**src/hw/rtl/wpas_pkg.sv**
```systemverilog
`default_nettype none

package wpas_pkg;

    // Stream beat layout
    localparam int S_TDATA_W = 72;
    localparam int M_TDATA_W = 112;

    // Field widths
    localparam int IDX_W   = 6;
    localparam int COORD_W = 32;
    localparam int DIST_W  = 33;
    localparam int COUNT_W = 7;
    localparam int RAD_W   = 32;
    localparam int DSQ_W   = 65;
    localparam int RSQ_W   = 64;

    // Input item kinds (s_tuser)
    localparam logic KIND_LOAD = 1'b0;
    localparam logic KIND_POS  = 1'b1;

    // Configuration register indexes
    localparam int CFG_IDX_W = 1;
    localparam logic [CFG_IDX_W-1:0] CFG_COUNT  = 1'b0;
    localparam logic [CFG_IDX_W-1:0] CFG_RADIUS = 1'b1;

    // Partial product weights for the 16x16 multiplier
    localparam logic [1:0] SH_0  = 2'd0;
    localparam logic [1:0] SH_17 = 2'd1;
    localparam logic [1:0] SH_32 = 2'd2;

    // Command to the multiply-accumulate unit
    typedef struct packed {
        logic        issue;
        logic        clr_dist;
        logic        clr_rad;
        logic        to_rad;
        logic [1:0]  shift_sel;
        logic [15:0] op_a;
        logic [15:0] op_b;
    } mac_cmd_t;

endpackage

`default_nettype wire

```
**src/hw/rtl/wpas_isqrt.sv**
```systemverilog
`default_nettype none

// Bit-serial integer square root, two radicand bits per cycle.
// The root holds until the next start.
module wpas_isqrt (
    input  wire logic                           clk,
    input  wire logic                           rst_n,
    input  wire logic                           start,
    input  wire logic [wpas_pkg::DSQ_W-1:0]     radicand,
    output logic                                done,
    output logic      [wpas_pkg::DIST_W-1:0]    root
);

    localparam int RAD_PAD_W = wpas_pkg::DSQ_W + 1;
    localparam int REM_W     = wpas_pkg::DIST_W + 2;
    localparam int TRY_W     = REM_W + 2;

    logic                          busy_reg,  busy_next;
    logic                          done_reg,  done_next;
    logic [5:0]                    cnt_reg,   cnt_next;
    logic [RAD_PAD_W-1:0]          rad_reg,   rad_next;
    logic [REM_W-1:0]              rem_reg,   rem_next;
    logic [wpas_pkg::DIST_W-1:0]   root_reg,  root_next;
    logic [TRY_W-1:0]              shifted;
    logic [TRY_W-1:0]              trial;
    logic [TRY_W-1:0]              diff;

    // One restoring step
    always_comb
    begin
        shifted   = {rem_reg, rad_reg[RAD_PAD_W-1 -: 2]};
        trial     = TRY_W'({root_reg, 2'b01});
        diff      = shifted - trial;
        busy_next = busy_reg;
        done_next = 1'b0;
        cnt_next  = cnt_reg;
        rad_next  = rad_reg;
        rem_next  = rem_reg;
        root_next = root_reg;
        if (start)
        begin
            busy_next = 1'b1;
            cnt_next  = '0;
            rad_next  = RAD_PAD_W'(radicand);
            rem_next  = '0;
            root_next = '0;
        end
        else if (busy_reg)
        begin
            rad_next = rad_reg << 2;
            if (shifted >= trial)
            begin
                rem_next  = diff[REM_W-1:0];
                root_next = {root_reg[wpas_pkg::DIST_W-2:0], 1'b1};
            end
            else
            begin
                rem_next  = shifted[REM_W-1:0];
                root_next = {root_reg[wpas_pkg::DIST_W-2:0], 1'b0};
            end
            if (cnt_reg == 6'(wpas_pkg::DIST_W - 1))
            begin
                busy_next = 1'b0;
                done_next = 1'b1;
            end
            else
            begin
                cnt_next = cnt_reg + 6'd1;
            end
        end
    end

    always_ff @(posedge clk or negedge rst_n)
    begin
        if (!rst_n)
        begin
            busy_reg <= 1'b0;
            done_reg <= 1'b0;
            cnt_reg  <= '0;
        end
        else
        begin
            busy_reg <= busy_next;
            done_reg <= done_next;
            cnt_reg  <= cnt_next;
        end
    end

    always_ff @(posedge clk)
    begin
        rad_reg  <= rad_next;
        rem_reg  <= rem_next;
        root_reg <= root_next;
    end

    assign done = done_reg;
    assign root = root_reg;

endmodule

`default_nettype wire

```
**config.mk**
```make
export PLATFORM = sky130hd
export DESIGN_NAME = wpas_isqrt
export DESIGN_NICKNAME = d
export VERILOG_FILES = /design/src/hw/rtl/wpas_pkg.sv /design/src/hw/rtl/wpas_isqrt.sv
export SDC_FILE = /design/constraint.sdc
export NUM_CORES = 1
export LEC_CHECK = 0
export BUFFER_PORTS_ARGS = -buffer_cell sky130_fd_sc_hd__buf_2
export CAP_MARGIN = 20
export CELL_PAD_IN_SITES_DETAIL_PLACEMENT = 1
export CELL_PAD_IN_SITES_GLOBAL_PLACEMENT = 1
export CORE_ASPECT_RATIO = 0.7
export CORE_MARGIN = 2
export CORE_UTILIZATION = 46
export CTS_CLUSTER_DIAMETER = 60
export DETAILED_ROUTE_END_ITERATION = 8
export PLACE_DENSITY = 0.82
export REMOVE_ABC_BUFFERS = 1
export SLEW_MARGIN = 20
export SYNTH_ARGS = -nofsm -noshare
export SYNTH_HDL_FRONTEND = slang
export SYNTH_SLANG_ARGS = --single-unit
export TNS_END_PERCENT = 30
```
**constraint.sdc**
```tcl
create_clock -name clk -period 2.95 [get_ports clk]
set_input_delay 0.59 -clock clk [delete_from_list [all_inputs] [get_ports clk]]
set_output_delay 0.59 -clock clk [all_outputs]
set_load 0.05 [all_outputs]
```
* Word level (Yosys, flattened, before mapping)
Index checks and enable logic that the tools add are counted.
** Storage, ports and cells
- RAM bits :: 0
- Flip-flop bits (word level) :: 142
- ROM bits :: 0
- Output and inout port bits :: 34
- Logic and storage cells :: 27
- Memories kept :: 0
- Bits in latches :: 0
** Cells by class
- Muxes and demuxes :: 13
- Equal/unequal tests :: 2
- Reductions and logical operators :: 2
- $mul :: 0
- Add/subtract/negate cells :: 2
- Divide/modulo/power cells :: 0
- Shift operators :: 0
- Bitwise operators :: 0
- Order comparisons :: 1
** Operator list (count)
- 65-bit two-way mux :: 2
- 37-bit by 35-bit greater-or-equal comparator with 1-bit output :: 1
- 35-bit two-way mux :: 1
- 35-bit subtractor :: 1
- 6-bit two-way mux :: 3
- 1-bit two-way mux :: 7
- 6-bit by 1-bit adder with 6-bit output (second input constant) :: 1
- 6-bit == test (second input constant) :: 1
- 2-bit != test (second input constant) :: 1
- 2-bit AND reduction :: 1
- 2-bit nonzero test :: 1

* Longest topological paths before layout
- Depth after elaboration :: 4
- Depth in mapped cells :: 13
- Gate-level depth less buffers :: 10

* Worst setup path after synthesis
No wires, ideal clock.
- Path type :: register -> register
- Start point :: register root_reg, in the netlist root[4]
- End point :: register rem_reg[11]
- Stages on the path, launching flop included :: 13
- Setup time :: 0.088 ns
- Clock period less this slack :: 2.972 ns
- Data arrival time :: 2.884 ns
- Slack :: -0.022 ns
- Data required time :: 2.862 ns
- Path through :: dfxtp_1 -> inv_1 -> ha_1 -> and4_4 -> and2_4 -> a311oi_4 -> a211oi_2 -> nor3_4 -> and2_1 -> buf_6 -> buf_8 -> nand2_1 -> a311oi_2
** On the way
- Longest elaborated chain between the ends :: 2
- Elaborated cells on any way between the ends :: 3
** RTL lines
- start, declared :: RTL line wpas_isqrt.sv:23 : logic [wpas_pkg::DIST_W-1:0] root_reg, root_next;
- start signal, assigned :: RTL line wpas_isqrt.sv:93 : root_reg <= root_next;
- 35-bit subtractor / 37-bit by 35-bit greater-or-equal comparator with 1-bit output (equally long branches) :: RTL line wpas_isqrt.sv:33, wpas_isqrt.sv:51
- 35-bit two-way mux (*) :: RTL line wpas_isqrt.sv:51 : if (shifted >= trial)
- end signal, assigned :: RTL line wpas_isqrt.sv:92 : rem_reg <= rem_next;
- end, declared :: RTL line wpas_isqrt.sv:22 : logic [REM_W-1:0] rem_reg, rem_next;
Mark *: on every way between the ends. The rest lies on a longest branch, timed or not.
A chain may end at the register's enable or synchronous reset.

* Worst setup path after layout
- Start point :: register root_reg, in the netlist root[4]
- End point :: register rem_reg[4]
** On the way
- Longest elaborated chain between the ends :: 2
** RTL lines (RTL line)
- 37-bit by 35-bit greater-or-equal comparator with 1-bit output :: wpas_isqrt.sv:51
- 35-bit two-way mux :: wpas_isqrt.sv:51
No other way between the ends.

==> flow_metrics.py <==
metrics = {
    "die": {
        "core-area_sq_mm": 0.0172,
        "io_pins": 102,
        "dieArea_sq_mm": 0.0188,
        "fp-row-count": 40,
        "die_w_um": 163,
        "start_util_pct": 47.2,
        "die_y_um": 115,
    },
    "route": {
        "dr.pass1.iters": 5,
        "num_vias": 6643,
        "remaining_drc_errors": 0,
        "routed_wl_um": 23000,
        "viasPerCell": 5.63,
        "post_drt_wl_per_cell_um": 19.5,
        "ant_nets": 0,
        "drtIter0Drc": 411,
    },
    "placement": {
        "place_area_sq_mm": 0.00912,
        "pre_cts_slack_ns": 0.0378,
        "gp_congestion": 0.855,
        "dpl.hpwl_um": 16200,
        "portBuffers": 101,
    },
    "logic_synthesis": {
        "synth_edf_count": 65,
        "ys_types": 69,
        "syn_avg_cell_area_sq_um": 10.1,
        "synth-main-ff-cell": "dfxtp_1",
        "synth-seq-cells": 142,
        "ys_seq_area_share_pct": 43.5,
        "syn_area_sq_mm": 0.00813,
        "synth.yosys.warnings": 0,
        "syn_inst": 808,
        "synthArstFlopShare_pct": 5.63,
    },
    "sta": {
        "finalClockSkew_ns": 0.00937,
        "fin_crit_ns": 2.79,
        "worstMarginPinSlew_ns": 0.603,
        "fin_crit_sh_pct": 94.7,
        "grt_setup_unrepaired": "no",
        "slew_headroom_pct": 59.8,
        "fmax_mhz": 358,
        "setup_viol": 0,
        "fin_hold_ws_ns": 0.438,
        "slew_violations": 0,
        "hold_violations": 0,
        "worst_slack_ns": 0.157,
    },
    "clock_network": {
        "cts_tree": "yes",
        "clk_pin_slew_ns": 0.07,
        "cts_buffers": 17,
        "h-tree-depth": 4,
        "clock_sinks": 142,
        "clockBufferDepth": 2,
        "clkLatencyLatePin_ns": 0.44,
        "cts_root_buffer": "clkbuf_16",
    },
    "setup_path": {
        "reg2reg_from": "root[4]$_SDFFE_PP0P_",
        "crit_path_end_kind": "flop",
        "cp.arrival_ns": 3.14,
        "startpoint": "root[4]$_SDFFE_PP0P_",
        "cp_max_fo": 16,
        "worstSetupStartpointType": "flop",
        "crit_type": "flop to flop",
        "required_ns": 3.29,
    },
    "min_path": {
        "min-delay-start": "radicand[1]",
        "min_path_type": "input port to flop",
    },
    "global_route": {
        "antenna_found_initial": 1,
        "gr-usage-all-layers_pct": 25.5,
        "grt_overflow": 0,
        "grt_pass1_wl_um": 37300,
        "grt_max_degree": 70,
        "grt_pass1_vias": 6922,
    },
    "status": {
        "status": "finished clean",
    },
    "power": {
        "p_per_area_mw_per_mm2": 1030,
        "p_leak_nw": 4.32,
        "p_total_mw": 10.1,
        "ir_drop_mv": 0.677,
    },
    "finish": {
        "fin_area_sq_mm": 0.00979,
        "largest_register_ffs": 66,
        "syn2layout_area_growth_pct": 20.4,
        "drive_gt1_share_pct": 30.4,
        "nNetsFinal": 1039,
    },
    "run": {
        "drv_cap": 0,
    },
}
==> synth_stat cells, types with 3 or more instances <==
library cell  count  area [sq um]
o211ai_1          7          52.6
buf_4             3          22.5
a31oi_1           6          37.5
mux2i_1          41           410
buf_1             8          30.0
mux2_2           64           721
buf_2             4          20.0
nor4_1            3          18.8
xor2_1           14           123
edfxtp_1         65          1950
dfxtp_1          69          1380
a211oi_1          8          60.1
a21o_1           11          82.6
nor2b_1           3          18.8
and3_1            6          37.5
nand4_1          10          62.6
nand2b_1          4          25.0
o21ai_1           3          15.0
o21bai_1          8          60.1
a22o_1            4          35.0
a41oi_1           3          26.3
o21a_1            4          30.0
a311oi_2         12           180
xnor2_1          17           149
clkbuf_1         27           101
o21ai_0          29           145
nor3_1            9          45.0
a21oi_1          39           195
and2_1            6          37.5
inv_1            47           176
nand2_1          69           259
nor2_1           86           323
a32oi_1           8          70.1
buf_6             3          33.8
nand3_1          16          80.1
ha_1             37           463
dfrtp_1           8           200
a311oi_1          6          52.6
==> area by class of cell <==
class	instances	area, sq um
fill	1935	7420
multi-input combinational	572	4230
sequential	142	3540
timing repair buffer	154	962
clock buffer	17	425
tap	231	289
inverter	47	176
clock inverter	15	166
antenna	2	5.00
==> layout by cell type (no fill, tap or decap), drive strengths merged, types with 3 or more instances in the layout <==
master      n
nor3       11
buf       153
a41oi       3
nor2       86
nor2b       3
edfxtp     65
a311oi     19
inv        57
nand4      10
and3        8
o21a        4
a21oi      40
dfrtp       8
a211oi      9
dfxtp      69
nand3      16
nor4        4
a22o        4
o21ai      34
a31oi       6
clkbuf     17
ha         37
xnor2      17
mux2       64
o21bai      8
a21o       11
clkinvlp    3
mux2i      41
nand2      70
o211ai      7
xor2       14
nand2b      4
a32oi       8
and2        8
==> worst paths after layout <==
| path | to | slack (ns) | cells past startpoint |
|---|---|---|---|
| setup / recovery | rem_reg[4]$_SDFFE_PP0P_ | 0.16 | 11 |
| hold / removal | rad_reg[1]$_SDFFCE_PN0P_ | 0.44 | 2 |
| setup reg to reg | rem_reg[4]$_SDFFE_PP0P_ | 0.16 | 11 |
| hold reg to reg | rad_reg[65]$_SDFFE_PP0P_ | 0.50 | 2 |
| max in group asynchronous | busy_reg$_DFF_PN0_ | 2.22 | 2 |
| min in group asynchronous | busy_reg$_DFF_PN0_ | 0.53 | 2 |
==> critical path, cell delays in order, from the launching register on <==
cell and delay, ns:
dfxtp_1 0.38, inv_1 0.07, ha_1 0.38, and4_4 0.24, and2_4 0.17, a311oi_4 0.30
a211oi_2 0.16, nor3_4 0.23, and2_4 0.21, buf_6 0.19, nand2_1 0.12, a311oi_2 0.25
==> where the power goes <==
group / switching (mW) / total [mW] / internal, mW
Combinational: 2.91 / 5.26 / 2.35
Clock: 1.00 / 2.21 / 1.21
Sequential: 0.239 / 2.62 / 2.38
==> stage by stage <==
| stage | setup TNS (ns) | instances | utilization [%] |
|---|---|---|---|
| final | 0 | 1180 | 56.9 |
| after global routing | 0 | 1178 | 56.8 |
| after global placement | 0 | 1142 | 53.0 |
| after CTS | 0 | 1177 | 56.6 |
| after detailed placement | 0 | 1142 | 53.0 |
| after floorplan | -133.18 | 761 | - |
==> what timing repair did <==
| action | CTS | global route |
|---|---|---|
| resized for setup | 1 | 9 |
| hold endpoints to repair | 8 | 0 |
| pin swaps | 1 | 1 |
| buffers inserted | 2 | 1 |
| endpoints found under the setup margin | 15 | 32 |
| hold buffers | 1 | 0 |
==> kinds of logic (layout without fill, tap and decap cells) <==
| group | count (synthesis) | in the layout | share of synthesized area [%] |
|---|---|---|---|
| mux | 105 | 105 | 13.9 |
| buf+inv | 94 | 233 | 4.97 |
| simple gates | 230 | 230 | 13.2 |
| compound gates | 169 | 169 | 15.4 |
| fa+ha+maj | 37 | 37 | 5.69 |
| other cells | 0 | 2 | 0 |
| xor+xnor | 31 | 31 | 3.34 |
| flops | 142 | 142 | 43.5 |
==> per-layer routing <==
layer | track usage [%] | wire (um) | vias up
met5 | 0 | 0 | -
met4 | 7.14 | 361 | 0
met3 | 6.85 | 1200 | 32
met2 | 41.2 | 10400 | 147
met1 | 34.0 | 11100 | 3265
li1 | - | - | 3199
Power figures use the tool's default switching activity.
