===== config.mk =====
export PLATFORM = sky130hd
export DESIGN_NAME = wpas_mac
export DESIGN_NICKNAME = d
export VERILOG_FILES = /design/src/hw/rtl/wpas_pkg.sv /design/src/hw/rtl/wpas_mac.sv
export SDC_FILE = /design/constraint.sdc
export NUM_CORES = 1
export LEC_CHECK = 0
export ABC_CLOCK_PERIOD_IN_PS = 4900
export BUFFER_PORTS_ARGS = -buffer_cell sky130_fd_sc_hd__buf_4
export CORE_MARGIN = 2
export CORE_UTILIZATION = 30
export CTS_CLUSTER_DIAMETER = 40
export DETAILED_ROUTE_END_ITERATION = 16
export SLEW_MARGIN = 10
export SYNTH_ARGS = -nofsm -noshare
export SYNTH_HDL_FRONTEND = slang
export SYNTH_SLANG_ARGS = --single-unit
export TNS_END_PERCENT = 1

===== constraint.sdc =====
create_clock -name clk -period 4.9 [get_ports clk]
set_clock_uncertainty 0.15 [all_clocks]
set_input_delay 0.49 -clock clk [delete_from_list [all_inputs] [get_ports clk]]
set_output_delay 0.49 -clock clk [all_outputs]
set_load 0.02 [all_outputs]

===== src/hw/rtl/wpas_pkg.sv =====
`default_nettype none

package wpas_pkg;

    // Stream beat layout
    localparam int S_TDATA_W = 72;
    localparam int M_TDATA_W = 112;

    // Field widths
    localparam int IDX_W   = 6;
    localparam int COORD_W = 32;
    localparam int DIST_W  = 33;
    localparam int COUNT_W = 7;
    localparam int RAD_W   = 32;
    localparam int DSQ_W   = 65;
    localparam int RSQ_W   = 64;

    // Input item kinds (s_tuser)
    localparam logic KIND_LOAD = 1'b0;
    localparam logic KIND_POS  = 1'b1;

    // Configuration register indexes
    localparam int CFG_IDX_W = 1;
    localparam logic [CFG_IDX_W-1:0] CFG_COUNT  = 1'b0;
    localparam logic [CFG_IDX_W-1:0] CFG_RADIUS = 1'b1;

    // Partial product weights for the 16x16 multiplier
    localparam logic [1:0] SH_0  = 2'd0;
    localparam logic [1:0] SH_17 = 2'd1;
    localparam logic [1:0] SH_32 = 2'd2;

    // Command to the multiply-accumulate unit
    typedef struct packed {
        logic        issue;
        logic        clr_dist;
        logic        clr_rad;
        logic        to_rad;
        logic [1:0]  shift_sel;
        logic [15:0] op_a;
        logic [15:0] op_b;
    } mac_cmd_t;

endpackage

`default_nettype wire


===== src/hw/rtl/wpas_mac.sv =====
`default_nettype none

// Shared 16x16 multiplier with a weighted accumulator.
// Products are registered, then added into the distance or the radius sum.
module wpas_mac (
    input  wire logic                           clk,
    input  wire logic                           rst_n,
    input  wire wpas_pkg::mac_cmd_t             cmd,
    output logic      [wpas_pkg::DSQ_W-1:0]     dist_sq,
    output logic      [wpas_pkg::RSQ_W-1:0]     rad_sq
);

    logic                          pvalid_reg;
    logic [31:0]                   prod_reg;
    logic [1:0]                    psh_reg;
    logic                          pto_rad_reg;
    logic [wpas_pkg::DSQ_W-1:0]    dacc_reg;
    logic [wpas_pkg::RSQ_W-1:0]    racc_reg;
    logic [wpas_pkg::DSQ_W-1:0]    addend;
    logic [wpas_pkg::DSQ_W-1:0]    base;
    logic [wpas_pkg::DSQ_W-1:0]    sum;

    // Weight the registered product
    always_comb
    begin
        case (psh_reg)
            wpas_pkg::SH_0:  addend = wpas_pkg::DSQ_W'(prod_reg);
            wpas_pkg::SH_17: addend = wpas_pkg::DSQ_W'(prod_reg) << 17;
            wpas_pkg::SH_32: addend = wpas_pkg::DSQ_W'(prod_reg) << 32;
            default:         addend = '0;
        endcase
        base = pto_rad_reg ? wpas_pkg::DSQ_W'(racc_reg) : dacc_reg;
        sum  = base + addend;
    end

    always_ff @(posedge clk or negedge rst_n)
    begin
        if (!rst_n)
        begin
            pvalid_reg <= 1'b0;
        end
        else
        begin
            pvalid_reg <= cmd.issue;
        end
    end

    // Multiply stage
    always_ff @(posedge clk)
    begin
        prod_reg    <= cmd.op_a * cmd.op_b;
        psh_reg     <= cmd.shift_sel;
        pto_rad_reg <= cmd.to_rad;
    end

    // Accumulate stage
    always_ff @(posedge clk)
    begin
        if (cmd.clr_dist)
        begin
            dacc_reg <= '0;
        end
        else if (pvalid_reg && !pto_rad_reg)
        begin
            dacc_reg <= sum;
        end

        if (cmd.clr_rad)
        begin
            racc_reg <= '0;
        end
        else if (pvalid_reg && pto_rad_reg)
        begin
            racc_reg <= sum[wpas_pkg::RSQ_W-1:0];
        end
    end

    assign dist_sq = dacc_reg;
    assign rad_sq  = racc_reg;

endmodule

`default_nettype wire


**After elaboration in Yosys (flattened, before gate mapping)**

Cells that the tools add are included.

- $lt $le $gt $ge: 0
- Bitwise logic cells: 0
- Add/sub/neg operators: 1
- Div/mod/pow operators: 0
- Reduce and logical (&&, ||, !) cells: 4
- Shift operators: 0
- Mux-type cells: 2
- Eq/ne operators: 2
- Multiply operators: 1

Operators by type and width:

| kind | number |
|---|---|
| $pmux W64 S3 | 1 |
| $add A65 B65 Y65 | 1 |
| $mux W65 | 1 |
| $mul A16 B16 Y32 | 1 |
| $eq A2 B1 Y1 const B | 1 |
| $eq A2 B2 Y1 const B | 1 |
| $logic_and A1 B1 Y1 | 2 |
| $logic_not A2 Y1 | 1 |
| $logic_not A1 Y1 | 1 |

- Output and inout port bits: 129
- Register bits after elaboration: 165
- Bits in latches: 0
- ROM bits: 0
- Bits in writable memories: 0
- Memories: 0

**Longest topological paths before layout**

Gate-level depths: netlist (run 1).

- Depth in word-level cells: 3
- Mapped depth: 23
- Gate-level depth less buffers: 22

**Least setup slack after synthesis (run 1)**

Ideal clock, no wire load.

- Kind: in2reg
- Start: in cmd[23] (netlist name)
- End: reg prod_reg[29]
- Setup slack: -1.433 ns
- Stages on the path: 22
- Arrival time: 6.111 ns
- Library setup time: 0.072 ns
- Path through: clkbuf_1 -> nand2_1 -> fa_1 -> inv_1 -> fa_1 -> inv_1 -> fa_1 -> inv_1 -> fa_1 -> fa_1 -> inv_1 -> fa_1 -> inv_1 -> ha_1 -> a21o_1 -> a2111o_1 -> a221oi_1 -> o31ai_1 -> a221o_1 -> a21o_1 -> a21oi_1 -> xnor2_1

- Longest elaborated chain between the ends: 1

RTL lines:

| item | line | text |
|---|---|---|
| from (decl) | wpas_mac.sv:8 | `input wire wpas_pkg::mac_cmd_t cmd,` |
| $mul A16 B16 Y32 | wpas_mac.sv:51 | `prod_reg <= cmd.op_a * cmd.op_b;` |
| to (signal assigned) | wpas_mac.sv:51 |  |
| to (decl) | wpas_mac.sv:14 | `logic [31:0] prod_reg;` |

Every way passes these cells.
A chain may end at the register's enable or synchronous reset.

**Worst setup path after layout (run 1)**

- Start: in cmd[24] (netlist name)
- End: reg prod_reg[29]

Same word-level chain as after synthesis.

==> impl_summary.txt, run 1 <==
----------------------------------------------------
[Pwr]
  Worst vdd rail ir drop ... 0.7298 mV
  PwrDens ... 635.4 nW/µm²
  Proportion of total power due to net switching ... 0.4420
  Cell internal power dissipation ... 8.329 mW
  Portion of total power attributed to sequential cells ... 0.132
  Pleak ... 11.03 nW
  Logic gate share of total power ... 0.773
  Net switching power ... between 6 and 7 mW
  Relative contribution of the clock network to total power ... 0.096

[Place]
  DP Cell Count ... 3424
  Pre-CTS setup slack ... -1.479 ns
  Number of I/O port buffers ... 168
  DP Wirelength ... 49000 µm
  RD Place Congestion ... 0.9458

[Synth]
  Synth Cell Area ... 19220 µm²
  Leading post-synthesis cells by cell area ... sky130_fd_sc_hd__fa_1, sky130_fd_sc_hd__dfxtp_1, sky130_fd_sc_hd__ha_1
  Main flop type after synthesis ... sky130_fd_sc_hd__dfxtp_1
  Count of state elements after synthesis ... roughly 170
  Synthesis Warnings ... 0
  Cell variety after synth ... 64
  Share of synthesized flip-flops with an asynchronous set or reset ... 0.006061
  Cell accounting for the most synthesized area ... sky130_fd_sc_hd__fa_1
  Average cell area after synthesis ... between 8 and 9 µm²
  Number of nets produced by synthesis ... roughly 2800
  Sequential area share after synthesis ... 0.1721
  Count of flip-flops with a built-in enable after synthesis ... 0
  Cells after Synth ... 2367
  Area share of the largest cell type after synthesis ... 0.2031

[Route]
  Total wirelength of the detailed-routed design ... ~60000 µm
  Via Count ... 17253
  DR pass1 iterations ... 6
  Antenna violation net count after detailed routing ... 0
  Total DRC errors in the routed layout ... 0
  Average detailed-routed wire length per instance ... 17.27 µm
  Number of DRC violations after detailed-routing iteration 0 ... about 1600
  Vias per cell ... 4.976

[Critical path]
  R2R Path Start ... pto_rad_reg
  Kind of cell adding the most delay to the critical path ... adder cells
  Data required, critical path ... 5.13 ns
  Worst Setup Path Type ... input port to flop
  Largest stage delay, worst path ... 0.56 ns
  CP max FO ... 5
  Reg-to-reg setup timing slack ... 0.53 ns
  Critical path, cell by cell ... buf_8, and2_4, fa_1, inv_2, fa_1, fa_1, inv_2, fa_1, fa_1, inv_2, fa_1, inv_2, ha_4, a21o_1, a2111o_1, a221oi_2, o31ai_2, a221o_1, a21o_1, a21oi_2, xnor2_1
  Critical path launch point type ... input port
  Cell repeated most along the worst path ... sky130_fd_sc_hd__fa_1
  Bufs and invs on worst path ... 5
  Critical Path Sink Type ... flop
  Master of the slowest instance on the critical path ... sky130_fd_sc_hd__fa_1
  Count of cells along the worst register-to-register path ... 12
  R2r endpoint ... dist_sq[61]
  Crit path arrival time ... 5.93 ns

[Worst hold path]
  Depth of the worst hold-timing path ... 1
  Min-Delay Startpoint ... cmd[32]
  Kind of path behind the tightest hold check ... input port to flop
  Endpoint, Worst Hold ... psh_reg[0]

[Die]
  Core area ... 63200 µm²
  Die Outline Area ... 66110 µm²
  Die span in x ... about 260 µm
  Number of ports placed on the die boundary ... 169
  Die Height ... ~260 µm
  Starting density of the core ... 0.3041
  Placement row count ... 92

[Layout]
  Antenna diode count ... 0
  Final-stage net count ... 3011
  Non-filler instance count after layout ... 3467
  Largest register FFs ... 65
  Ratio of cells with drive above 1 in the final layout ... 0.2041
  Growth of design area from synthesis to finish ... 22.23%

[GRT]
  Vias in the first global route ... about 17000
  Largest net degree at the start of global routing ... 66
  Initial antenna violation count ... 1
  Wire length of the first global-routing pass ... 94740 µm
  Remaining Overflow, GRT ... 0
  Total track usage ... 0.1787

[Timing]
  Timing-limited maximum frequency ... ~180 MHz
  Number of pins exceeding their max-slew limit in the final report ... 0
  Share of the clock period used by the worst path after layout ... 1.163
  Final setup violating endpoints ... 18
  Number of hold violations in the final report ... 0
  Transition time at the pin with the least slew margin ... 0.9285 ns
  Crit path time final ... 5.701 ns
  Slew Limit Headroom ... 0.3788
  Unrepaired setup endpoints after global routing ... yes
  Worst path setup slack after routing ... -0.8007 ns

[Clocking]
  Later-pin clock latency in the skew report ... roughly 0.46 ns
  Cts bufs inserted ... 17
  Clock Tree Buf Depth ... 2
  Clock tree from TritonCTS ... built
  H-tree depth ... 4
  Clock edge transition at the registers on the reported setup and hold paths ... 0.07 ns
  Root buffer selected by CTS ... sky130_fd_sc_hd__clkbuf_16
  Number of sinks driven by the clock tree ... approximately 170

[Status]
  Violated checks ... negative setup slack
  Outcome ... finished, violations left

[Job]
  Number of max-cap violations ... 0

----------------------------------------------------
worst reg2reg max path, cell delays in order, from the launching register on:
cell and delay (ns):
sky130_fd_sc_hd__dfxtp_2 0.52, sky130_fd_sc_hd__buf_4 0.37, sky130_fd_sc_hd__mux2_2 0.41, sky130_fd_sc_hd__ha_1 0.40
sky130_fd_sc_hd__a21oi_1 0.30, sky130_fd_sc_hd__o21ai_0 0.18, sky130_fd_sc_hd__a221oi_1 0.34, sky130_fd_sc_hd__o21a_1 0.17
sky130_fd_sc_hd__o41ai_2 0.09, sky130_fd_sc_hd__o211ai_1 0.49, sky130_fd_sc_hd__a21oi_1 0.25, sky130_fd_sc_hd__or4_1 0.54
sky130_fd_sc_hd__nand3_1 0.09
layout by cell type (no fill, tap or decap), types with 12 or more instances in the layout:
cell type                   netlist  routed
sky130_fd_sc_hd__fa_1           195     183
sky130_fd_sc_hd__a22o_1          17      17
sky130_fd_sc_hd__ha_1           168     162
sky130_fd_sc_hd__clkbuf_16        0      17
sky130_fd_sc_hd__inv_1          266     253
sky130_fd_sc_hd__xor2_1          26      25
sky130_fd_sc_hd__a211oi_1        15      14
sky130_fd_sc_hd__o21bai_1        22      22
sky130_fd_sc_hd__and2_1         160     148
sky130_fd_sc_hd__a21oi_1        191     182
sky130_fd_sc_hd__nand3_1         58      58
sky130_fd_sc_hd__mux2i_1         27      27
sky130_fd_sc_hd__fa_2             0      12
sky130_fd_sc_hd__nand4_1         31      31
sky130_fd_sc_hd__nor3_1          41      40
sky130_fd_sc_hd__inv_2            0      13
sky130_fd_sc_hd__nand2_1        376     370
sky130_fd_sc_hd__xnor2_1         47      45
sky130_fd_sc_hd__dfxtp_1        164     163
sky130_fd_sc_hd__a31oi_1         13      13
sky130_fd_sc_hd__a21oi_2          3      12
sky130_fd_sc_hd__buf_6            0      22
sky130_fd_sc_hd__o21ai_0         75      72
sky130_fd_sc_hd__buf_4            0     321
sky130_fd_sc_hd__nor2_1          85      85
sky130_fd_sc_hd__mux2_2          64      64
sky130_fd_sc_hd__a21o_1          34      34
cell type report:
type,count,area (µm²)
flip-flops and latches,165,3309
fillers,6507,39700
clock buffers,19,452.9
clock inverters,13,158.9
well taps,846,1059
repair buffers,355,2853
multi-input cells,1803,14660
inverters,266,998.5
worst max path at each step:
stage / startpoint / end / slack, ns / depth (start not counted)
2_1_floorplan: cmd[5] / prod_reg[30] / -1.22 / 21
3_3_place_gp: cmd[4] / prod_reg[30] / -1.46 / 22
3_5_place_dp: cmd[4] / prod_reg[29] / -1.48 / 22
4_1_cts: cmd[24] / prod_reg[29] / -0.86 / 21
5_1_grt: cmd[27] / prod_reg[29] / -1.0 / 21
6_report: cmd[24] / prod_reg[29] / -0.80 / 21
kinds of logic after synthesis:
logic type,count (synthesis),synth area share
flip-flops,165,0.1721
AND/OR/NAND/NOR,819,0.2030
XOR/XNOR,73,0.03326
adder cells (fa/ha/maj),363,0.3125
multiplexers,91,0.05156
AO/OA/AOI/OAI,457,0.1495
buffers and inverters,399,0.07811
repair_timing:
action	4_1_cts	5_1_grt
hold buffers	3	0
buffers inserted	8	0
gates resized for setup	61	31
pin swaps	42	33
hold endpoints to repair	3	0
setup endpoints to repair	18	19
gates cloned	0	0
power by group through the flow:
stage | Clock [mW] | Combinational, mW | Sequential, mW
6_report | 1.43 | 11.5 | 1.96
5_1_grt | 1.51 | 13.0 | 1.98
4_1_cts | 1.47 | 11.4 | 1.96
3_5_place_dp | 0 | 10.8 | 1.99
3_3_place_gp | 0 | 10.7 | 1.99
2_1_floorplan | 0 | 6.29 | 1.92
synthesized netlist by cell type (4+ instances only):
cell and count:
sky130_fd_sc_hd__nand2_1 376, sky130_fd_sc_hd__inv_1 266, sky130_fd_sc_hd__fa_1 195, sky130_fd_sc_hd__a21oi_1 191, sky130_fd_sc_hd__ha_1 168, sky130_fd_sc_hd__dfxtp_1 164, sky130_fd_sc_hd__and2_1 160, sky130_fd_sc_hd__clkbuf_1 119
sky130_fd_sc_hd__nor2_1 85, sky130_fd_sc_hd__o21ai_0 75, sky130_fd_sc_hd__mux2_2 64, sky130_fd_sc_hd__nand3_1 58, sky130_fd_sc_hd__xnor2_1 47, sky130_fd_sc_hd__nor3_1 41, sky130_fd_sc_hd__a21o_1 34, sky130_fd_sc_hd__nand4_1 31
sky130_fd_sc_hd__mux2i_1 27, sky130_fd_sc_hd__xor2_1 26, sky130_fd_sc_hd__o21bai_1 22, sky130_fd_sc_hd__a22o_1 17, sky130_fd_sc_hd__a211oi_1 15, sky130_fd_sc_hd__a31oi_1 13, sky130_fd_sc_hd__buf_1 11, sky130_fd_sc_hd__o21a_1 10
sky130_fd_sc_hd__or4_1 10, sky130_fd_sc_hd__a32oi_1 9, sky130_fd_sc_hd__and3_1 9, sky130_fd_sc_hd__and4_1 9, sky130_fd_sc_hd__nor2b_1 9, sky130_fd_sc_hd__nor4_1 9, sky130_fd_sc_hd__o211ai_1 9, sky130_fd_sc_hd__o31ai_1 7
sky130_fd_sc_hd__a221oi_1 6, sky130_fd_sc_hd__nand2b_1 5, sky130_fd_sc_hd__nand3b_1 5, sky130_fd_sc_hd__o21ai_1 5, sky130_fd_sc_hd__a311o_1 4, sky130_fd_sc_hd__nor4b_1 4, sky130_fd_sc_hd__or3_1 4
through the flow:
step	utilization	cell area, µm²	hold WS (ns)	total power, mW	setup TNS, ns
finish	0.3718	23490	0.04224	14.93	-8.639
global route	0.3718	23490	0.01704	16.48	-12.42
CTS	0.3703	23400	0.003233	14.83	-9.297
detailed placement	0.3558	22480	0.1180	12.74	-21.73
global placement	0.3558	22480	0.1153	12.70	-21.59
floorplan	-	19300	0.04441	8.212	-13.56
metal layers:
layer	track usage	share of wire	up-vias	routed length, µm
met5	0	0.00028	-	17
met4	0.04409	0.019	2	1155
met3	0.02364	0.051	79	3042
met2	0.2946	0.47	526	27850
met1	0.2466	0.46	8259	27800
li1	-	-	8387	-
(Power assumes the default switching activity.)
==> inputs of run 2 (changes only) <==
- CORE_ASPECT_RATIO: default -> 1.1
- CORE_UTILIZATION: 30 -> 45
==> impl_summary.txt, run 2 (synthesized netlist as in run 1, its figures left out) <==
----------------------------------------------------
[Status]
  Outcome ... finished, violations left
  Violated checks ... negative setup slack

[Layout]
  Final-stage net count ... 3001 (-0.33%)
  Leading cell type in the layout, fill and taps excluded ... sky130_fd_sc_hd__nand2_1
  Layout Utilization ... 0.5458 (+0.1741)
  Ratio of cells with drive above 1 in the final layout ... 0.1981 (-0.006036)
  Largest register FFs ... 65 (unchanged)
  Final design instance area without fill ... 23040 µm² (-1.9%)
  Antenna diode count ... 0 (unchanged)
  Highest-count cells in the layout ignoring fill and taps ... sky130_fd_sc_hd__nand2_1, sky130_fd_sc_hd__buf_4, sky130_fd_sc_hd__inv_1
  Growth of design area from synthesis to finish ... 19.86%

[Clocking]
  H-tree depth ... 4 (unchanged)
  Root buffer selected by CTS ... sky130_fd_sc_hd__clkbuf_16
  Later-pin clock latency in the skew report ... 0.46 ns (about the same)
  Clock edge transition at the registers on the reported setup and hold paths ... 0.06 ns (about the same)
  Clock tree from TritonCTS ... built
  Clock Tree Buf Depth ... 2 (unchanged)
  Number of sinks driven by the clock tree ... 165 (unchanged)
  Cts bufs inserted ... 17 (unchanged)

[Critical path]
  Data required, critical path ... 5.13 ns (about the same)
  Crit path arrival time ... 6.03 ns (+0.10 ns)
  Critical Path Sink Type ... flop
  CP max FO ... 6 (+1)
  Count of cells along the worst register-to-register path ... 13 (+1)
  Critical path launch point type ... input port
  Worst Setup Path Type ... input port to flop

[Die]
  Die Height ... 220.8 µm (-14%)
  Placement row count ... 79 (-14%)
  Number of ports placed on the die boundary ... 169 (unchanged)
  Core area ... 42210 µm² (-33%)
  Die Outline Area ... 44380 µm² (-33%)
  Starting density of the core ... 0.4554 (+0.1512)
  Die span in x ... 201.1 µm (-22%)

[GRT]
  Total track usage ... 0.2756 (+0.09688)
  Largest net degree at the start of global routing ... 66 (unchanged)
  Remaining Overflow, GRT ... 0 (unchanged)
  Initial antenna violation count ... 1 (unchanged)
  Wire length of the first global-routing pass ... 96830 µm (+2.2%)
  Vias in the first global route ... 17664 (+5.5%)

[Place]
  RD Place Congestion ... 0.9481 (+0.24%)
  DP Wirelength ... 49240 µm (+0.47%)
  Number of I/O port buffers ... 168 (unchanged)
  Cell area after placement ... 22050 µm² (-1.9%)

[Pwr]
  PwrDens ... 643.3 nW/µm² (+1.3%)
  Sum of internal, switching and leakage power ... 14.82 mW (-0.71%)
  Pleak ... 10.94 nW (-0.80%)
  Worst vdd rail ir drop ... 0.5702 mV (-22%)

[Route]
  Number of DRC violations after detailed-routing iteration 0 ... 1087 (-31%)
  Via Count ... 17497 (+1.4%)
  Total DRC errors in the routed layout ... 0 (unchanged)
  DR pass1 iterations ... 5 (-1)
  Antenna violation net count after detailed routing ... 0 (unchanged)
  Vias per cell ... 5.507 (+11%)
  Average detailed-routed wire length per instance ... 19.15 µm (+11%)
  Total wirelength of the detailed-routed design ... 60840 µm (+1.6%)

[Timing]
  Minimum hold slack ... 0.1915 ns (+0.1492 ns)
  Crit path time final ... 5.798 ns (+0.09696 ns)
  Unrepaired setup endpoints after global routing ... yes
  Transition time at the pin with the least slew margin ... 0.9856 ns (+0.05702 ns)
  Number of hold violations in the final report ... 0 (unchanged)
  Timing-limited maximum frequency ... 172.5 MHz (-1.7%)
  Number of pins exceeding their max-slew limit in the final report ... 0 (unchanged)
  Share of the clock period used by the worst path after layout ... 1.183 (+0.01979)
  Final setup violating endpoints ... 18 (unchanged)
  Slew Limit Headroom ... 0.3406 (-0.03815)
  Worst path setup slack after routing ... -0.8977 ns (-0.09696 ns)
  Setup TNS ... -8.609 ns (+0.02993 ns)

[Job]
  Number of max-cap violations ... 0 (unchanged)

[Worst hold path]
  Kind of path behind the tightest hold check ... input port to asynchronous set/reset pin

----------------------------------------------------
-- run 2: layer usage --
| metal | share of wire | global-route usage | vias to the layer above |
|---|---|---|---|
| met5 | 0.00021 | 0 | - |
| met4 | 0.019 | 0.07481 | 2 |
| met3 | 0.049 | 0.03166 | 67 |
| met2 | 0.50 | 0.4955 | 520 |
| met1 | 0.44 | 0.3516 | 8553 |
| li1 | - | - | 8355 |
-- run 2: power by group --
part	switching, mW	internal [mW]	leakage, nW	total, mW
sequential	0.266	1.68	1.35	1.94
clock	0.562	0.717	0.258	1.28
combinational	5.82	5.78	9.33	11.6
-- run 2: final cells by class --
cell class	count	area, µm²
clock buffers	22	464.2
clock inverters	9	80.08
fillers	4036	19170
inverters	266	998.5
multi-input cells	1803	14730
flip-flops and latches	165	3312
well taps	567	709.4
repair buffers	345	2740
-- run 2: path summary, 6_finish.rpt --
| check | slack (ns) | start | to |
|---|---|---|---|
| max | -0.90 | cmd[4] | prod_reg[29] |
| min | 0.19 | rst_n | pvalid_reg |
| max reg2reg | 0.39 | pto_rad_reg | rad_sq[56] |
| min reg2reg | 0.32 | dist_sq[38] | dist_sq[38] |
| max in group asynchronous | 4.33 | rst_n | pvalid_reg |
| min in group clk | 0.30 | cmd[0] | prod_reg[0] |
-- run 2: critical path, cell delays in order --
cell,delay [ns]
sky130_fd_sc_hd__buf_8,0.10
sky130_fd_sc_hd__buf_6,0.11
sky130_fd_sc_hd__buf_6,0.10
sky130_fd_sc_hd__and2_4,0.13
sky130_fd_sc_hd__fa_1,0.48
sky130_fd_sc_hd__inv_2,0.04
sky130_fd_sc_hd__fa_1,0.51
sky130_fd_sc_hd__inv_2,0.04
sky130_fd_sc_hd__fa_1,0.54
sky130_fd_sc_hd__fa_1,0.45
sky130_fd_sc_hd__fa_1,0.56
sky130_fd_sc_hd__inv_2,0.04
sky130_fd_sc_hd__fa_1,0.51
sky130_fd_sc_hd__inv_2,0.05
sky130_fd_sc_hd__ha_4,0.24
sky130_fd_sc_hd__a2111o_1,0.45
sky130_fd_sc_hd__a221oi_4,0.28
sky130_fd_sc_hd__o31ai_4,0.10
sky130_fd_sc_hd__a221o_1,0.34
sky130_fd_sc_hd__a21o_1,0.20
sky130_fd_sc_hd__a21oi_2,0.14
sky130_fd_sc_hd__xnor2_1,0.12
-- run 2: timing repair --
action	in CTS	in global routing
endpoints found under the hold margin	5	0
buffers inserted	1	5
hold buffers	5	0
setup endpoints to repair	19	20
pin swaps	30	44
gates resized for setup	29	58
-- run 2: stage by stage --
stage	std cells	worst slack [ns]
after floorplan	2367	-1.216
after global placement	3135	-1.514
after detailed placement	3135	-1.567
after CTS	3172	-0.9319
after global routing	3177	-1.054
final	3177	-0.8977
